**src/ogn_pkg.sv**
```systemverilog
package ogn_pkg;

    localparam int MAX_OCTAVES_DEF = 8;
    localparam int TABLE_ENTRIES   = 256;
    localparam int HALF_ROM        = 128;

    // datapath widths, sized for the largest octave count of sixteen
    localparam int COORD_W = 24;
    localparam int FRAC_W  = 16;
    localparam int CELL_W  = 8;
    localparam int S_W     = 17;
    localparam int GRAD_W  = 16;
    localparam int DOT_W   = 36;
    localparam int V_W     = 21;
    localparam int SUM_W   = 43;
    localparam int WSUM_W  = 21;
    localparam int F_W     = 37;
    localparam int DVD_W   = 60;
    localparam int Q_W     = 16;

    localparam int ONE_Q16        = 65536;
    localparam int SQRT3_HALF_Q16 = 56756;

    typedef logic signed [GRAD_W-1:0] t_grad;
    typedef t_grad t_grad_tab [TABLE_ENTRIES];
    typedef int t_dec_tab [HALF_ROM];

    localparam t_dec_tab ROM_X = '{
        513,-1160,-1404,1475,2168,-1424,-2865,1119,3471,
        -614,-3955,-50,4289,832,-4450,-1690,4423,2583,
        -4200,-3468,3782,4302,-3178,-5045,2403,5660,-1482,
        -6116,444,6385,676,-6449,-1837,6296,2999,-5921,
        -4118,5329,5152,-4534,-6061,3556,6808,-2422,-7361,
        1167,7694,170,-7791,-1545,7639,2914,-7238,-4230,
        6593,5447,-5721,-6523,4645,7419,-3395,-8101,2008,
        8543,-528,-8724,-1000,8634,2526,-8270,-4001,7641,
        5377,-6761,-6608,5654,7652,-4354,-8472,2899,9039,
        -1332,-9332,-296,9338,1935,-9053,-3534,8484,5040,
        -7644,-6405,6559,7585,-5259,-8540,3785,9238,-2182,
        -9655,499,9777,1212,-9596,-2896,9118,4501,-8354,
        -5975,7329,7272,-6072,-8349,4622,9173,-3025,-9717,
        1329,9962,412,-9900,-2144,9533,3813,-8871,-5366,
        7935,6755
    };

    localparam t_dec_tab ROM_Y = '{
        -719,-992,1377,1794,-1486,-2526,1299,3182,-888,
        -3730,299,4142,429,-4392,-1254,4460,2135,-4336,
        -3029,4015,3894,-3503,-4687,2810,5371,-1959,-5910,
        975,6275,108,-6444,-1254,6400,2421,-6136,-3567,
        5652,4648,-4956,-5625,4066,6457,-3006,-7110,1807,
        7556,-506,-7773,-855,7746,2233,-7469,-3581,6945,
        4854,-6184,-6006,5207,6996,-4039,-7789,2716,8354,
        -1277,-8667,-233,8713,1766,-8486,-3273,7988,4705,
        -7231,-6014,6234,7156,-5026,-8092,3643,8789,-2126,
        -9221,523,9372,1118,-9232,-2743,8803,4302,-8096,
        -5743,7130,7021,-5933,-8093,4542,8923,-2997,-9483,
        1347,9754,357,-9724,-2061,9394,3712,-8770,-5257,
        7873,6648,-6727,-7840,5369,8795,-3839,-9481,2186,
        9877,-461,-9969,-1283,9754,2990,-9238,-4607,8436,
        6084,-7374
    };

    // ten-thousandths to q1.14, round to nearest
    function automatic int dec_to_q14(int v);
        int r;
        if (v >= 0) begin
            r = (v * 2048 + 625) / 1250;
        end else begin
            r = -(((-v) * 2048 + 625) / 1250);
        end
        return r;
    endfunction

    function automatic t_grad_tab build_grad(int axis);
        t_grad_tab tab;
        int g;
        for (int k = 0; k < TABLE_ENTRIES; k++) begin
            if (axis == 0) begin
                g = (k < HALF_ROM) ? dec_to_q14(ROM_X[k]) : -dec_to_q14(ROM_X[255 - k]);
            end else if (axis == 1) begin
                g = (k < HALF_ROM) ? dec_to_q14(ROM_Y[k]) : dec_to_q14(ROM_Y[255 - k]);
            end else begin
                g = (2 * k - 255) * 64;
            end
            tab[k] = GRAD_W'(g);
        end
        return tab;
    endfunction

    localparam t_grad_tab GRAD_X = build_grad(0);
    localparam t_grad_tab GRAD_Y = build_grad(1);
    localparam t_grad_tab GRAD_Z = build_grad(2);

endpackage

```
**src/ogn_div.sv**
```systemverilog
module ogn_div
    import ogn_pkg::*;
(
    input  logic             i_clk,
    input  logic             i_rst_n,
    input  logic             i_start,
    input  logic [DVD_W-1:0] i_dividend,
    input  logic [F_W-1:0]   i_divisor,
    output logic             o_done,
    output logic [Q_W-1:0]   o_quot
);

    // restoring division, one quotient bit a cycle, saturating at all ones
    logic                     r_run;
    logic                     r_done;
    logic [DVD_W-1:0]         r_rem;
    logic [DVD_W-1:0]         r_dsh;
    logic [Q_W-1:0]           r_q;
    logic [$clog2(Q_W)-1:0]   r_cnt;
    logic [DVD_W-1:0]         lim;
    logic                     fits;

    assign lim  = DVD_W'(i_divisor) << Q_W;
    assign fits = (r_rem >= r_dsh);

    always_ff @(posedge i_clk) begin
        if (!i_rst_n) begin
            r_run  <= 1'b0;
            r_done <= 1'b0;
            r_cnt  <= '0;
        end else begin
            r_done <= 1'b0;
            if (i_start) begin
                r_rem <= i_dividend;
                r_dsh <= DVD_W'(i_divisor) << (Q_W - 1);
                r_cnt <= '0;
                if (i_dividend >= lim) begin
                    r_q    <= '1;
                    r_done <= 1'b1;
                end else begin
                    r_q   <= '0;
                    r_run <= 1'b1;
                end
            end else if (r_run) begin
                if (fits) begin
                    r_rem <= r_rem - r_dsh;
                end
                r_q   <= {r_q[Q_W-2:0], fits};
                r_dsh <= r_dsh >> 1;
                r_cnt <= r_cnt + 1'b1;
                if (r_cnt == ($clog2(Q_W))'(Q_W - 1)) begin
                    r_run  <= 1'b0;
                    r_done <= 1'b1;
                end
            end
        end
    end

    assign o_done = r_done;
    assign o_quot = r_q;

endmodule

```
**config.mk**
```make
export PLATFORM = sky130hd
export DESIGN_NAME = ogn_div
export DESIGN_NICKNAME = d
export VERILOG_FILES = /design/src/ogn_pkg.sv /design/src/ogn_div.sv
export SDC_FILE = /design/constraint.sdc
export NUM_CORES = 1
export LEC_CHECK = 0
export BUFFER_PORTS_ARGS = -buffer_cell sky130_fd_sc_hd__buf_2
export CORE_MARGIN = 2
export CORE_UTILIZATION = 40
export DETAILED_ROUTE_END_ITERATION = 16
export PLACE_DENSITY = 0.66
export REMOVE_ABC_BUFFERS = 1
export SLEW_MARGIN = 20
export SYNTH_ARGS = -nofsm -noshare
export SYNTH_HDL_FRONTEND = slang
export SYNTH_SLANG_ARGS = --single-unit
```
**constraint.sdc**
```tcl
create_clock -name i_clk -period 7.15 [get_ports i_clk]
set_clock_uncertainty 0.05 [all_clocks]
set_input_delay 0.3575 -clock i_clk [delete_from_list [all_inputs] [get_ports i_clk]]
set_output_delay 0.3575 -clock i_clk [all_outputs]
set_load 0.01 [all_outputs]
```
==> impl_metrics.json <==
{
  "critPathArrivalTime_ns": 4.16,
  "p_leak_nw": 4.976,
  "io_pins": 117,
  "r2r_cells": 13,
  "min_path_type": "in -> reg",
  "synth_edf_count": 128,
  "syn_area_per_cell_um2": 8.775,
  "fin_tns_setup_ns": 0,
  "ctsResizeCount": 0,
  "num_vias": 8539,
  "finish.utilization_pct": 46.77,
  "crit_path_frequent_cell": "a21oi_1",
  "synth-async-reset-ratio_pct": 0,
  "netlist_area_mm2": 0.009951,
  "cellPowerDensity_mw_per_mm2": 206.3,
  "timing.hold.ws_ns": 0.1641,
  "grt_pass1_wl_um": 42200,
  "maxCapViolCount": 0,
  "mostFrequentLayoutCell": "nand2_1",
  "dr.pass1.iters": 5,
  "ir_drop_uv": 147.4,
  "syn_inst": 1134,
  "fmax_mhz": 242.8,
  "initial_utilization_pct": 40.80,
  "critPathCaptureType": "register",
  "syn_to_final_growth_pct": 14.65,
  "die-area_mm2": 0.02616,
  "fin_crit_sh_pct": 57.60,
  "ys_ff_latch": 134,
  "ys_warn_count": 0,
  "h-tree-depth": 4,
  "clockRootBuffer": "clkbuf_16",
  "crit_fanout": 25,
  "ant_nets": 0,
  "clkSlewWorstSetupHoldPaths_ns": 0.06,
  "grt.overflow.total": 0,
  "drtIter0Drc": 707,
  "slew_violations": 0,
  "wl_per_cell_um": 16.79,
  "final_cell_mix": "nand2_1, edfxtp_1, o21ai_0",
  "track_usage_pct": 20.20,
  "tightest_slew_ns": 0.9490,
  "place_congestion": 0.8903,
  "slew_headroom_pct": 36.57,
  "die_h_um": 161.7,
  "cp-startpoint": "r_rem[0]",
  "core_mm2": 0.02439,
  "setup_violations": 0,
  "route.detailed.drc": 0,
  "rrSetupSlack_ns": 3.03,
  "yosysSeqAreaShare_pct": 39.83,
  "grt_start_max_net_pins": 99,
  "status": "completed",
  "dp_hpwl_um": 19990,
  "wl_um": 26190,
  "dp.cells": 1528,
  "critical-path-slowest-cell": "a21oi_4",
  "timing.rr.end": "r_rem[59]",
  "cp_data_required_time_ns": 7.19,
  "n_fill_cell": 2436,
  "crit_path_start_kind": "register",
  "fin_cells": 1560,
  "grt_antenna_before_repair": 0,
  "cts_tree": "built",
  "clock_sinks": 134,
  "port_buffers": 116,
  "nNetsFinal": 1414,
  "grt_pass1_vias": 8336,
  "cts_setup_buffers": 0,
  "crit_type": "reg -> reg",
  "layout-drive-gt1-share_pct": 14.32,
  "fin_crit_ns": 4.118,
  "rsz0062_at_grt": "false",
  "num_rows": 57,
  "vias_per_cell": 5.474,
  "antenna_cells": 0,
  "crit_end": "r_rem[59]",
  "slowest_delay_ns": 0.53,
  "synthDistinctLibCells": 63,
  "fp.dieW_um": 161.7,
  "insertion_delay_ns": 0.44,
  "synth_ff_type": "edfxtp_1",
  "hold_viol_final": 0,
  "cts_buffer_depth": 2,
  "rr_startpoint": "r_rem[0]",
  "numCtsBuffers": 17,
  "worstPathCellList": "inv_1 -> ha_1 -> fa_1 -> nor2b_1 -> o21bai_1 -> a21oi_1 -> a211o_1 -> a31o_2 -> a31oi_1 -> o21ai_0 -> a21oi_1 -> a21oi_4 -> buf_4",
  "postCtsHoldBufs": 0
}
## metrics by stage
stage / power [mW] / instance area, µm² / setup WS, ns
floorplan: 1.310 / 9751 / 1.423
global placement: 1.467 / 10800 / 2.699
detailed placement: 1.477 / 10830 / 3.046
CTS: 2.356 / 11410 / 3.041
global route: 2.462 / 11410 / 2.749
finish: 2.353 / 11410 / 3.032
## how the worst min path moves through the flow
stage                              from  cells after the start   endpoint
after global placement         r_cnt[3]                      2   r_cnt[3]
after CTS                 i_divisor[31]                      3  r_dsh[46]
after global routing      i_divisor[22]                      3  r_dsh[37]
final                     i_divisor[31]                      3  r_dsh[46]
after detailed placement       r_cnt[1]                      2   r_cnt[1]
after floorplan                r_cnt[3]                      2   r_cnt[3]
## sequential cells by signal (all words and copies together), names as in the netlist
signal,cells
r_dsh,52
r_cnt,4
o_quot,16
r_rem,60
o_done,1
r_run,1
## report_power, final
| part | internal, mW | switching, mW |
|---|---|---|
| Clock | 0.493 | 0.394 |
| Sequential | 0.917 | 0.0141 |
| Combinational | 0.211 | 0.323 |
| Total | 1.62 | 0.732 |
## layout make-up
class / count / area [µm²] / share of cell area [%]
multi-input cells: 841 / 5400 / 47.34
flip-flops and latches: 134 / 3964 / 34.74
repair buffers: 123 / 659.4 / 5.780
clock buffers: 17 / 425.4 / 3.729
well taps: 324 / 405.4 / 3.553
inverters: 106 / 397.9 / 3.488
clock inverters: 15 / 156.4 / 1.371
## critical path, delay by kind of cell, from the launching register on
family	cells	cell delay [ns]
DFF	1	0.33
AOI/OAI and AO/OA	8	2.10
adders and majority gates	2	0.60
buffers and inverters	2	0.50
and+or+nand+nor	1	0.18
## synth_stat cells (all sizes together), types with 3 or more instances
master	n	area (µm²)
buf	3	12.51
clkbuf	50	187.7
and3	10	63.81
a21boi	4	30.03
o31ai	4	30.03
nor2	90	337.8
a21o	55	415.4
a211o	3	27.53
xnor2	29	254.0
o21ai	121	605.6
nor4	7	43.79
a311oi	5	43.79
a31oi	12	75.07
o21a	5	37.54
ha	90	1126
mux2i	3	30.03
nand4	28	175.2
dfxtp	6	120.1
or4	7	52.55
a211oi	6	50.05
inv	106	397.9
and4	4	36.29
and2	7	43.79
nor3	17	85.08
o211ai	6	45.04
xor2	21	183.9
nand2	139	521.8
a21oi	86	434.2
mux2	3	33.78
or3	7	43.79
nor2b	5	31.28
edfxtp	128	3844
nand3	16	80.08
or2	3	18.77
a31o	4	35.03
nand2b	9	56.30
o21bai	13	97.59
## per-layer routing
layer	vias up	GRT usage (%)	share of wire, %
met5	-	0	0
met4	0	4.827	1.3
met3	26	3.345	4.5
met2	235	33.00	46
met1	4020	28.18	49
li1	4258	-	-
## kinds of logic after synthesis
logic type,Yosys count,synth area share (%)
flip-flops,134,39.83
XOR/XNOR,50,4.401
buffers and inverters,159,6.010
AND/OR/NAND/NOR,354,16.47
multiplexers,6,0.6413
adder cells (fa/ha/maj),91,11.52
AO/OA/AOI/OAI,340,21.12
(Power assumes the default switching activity.)
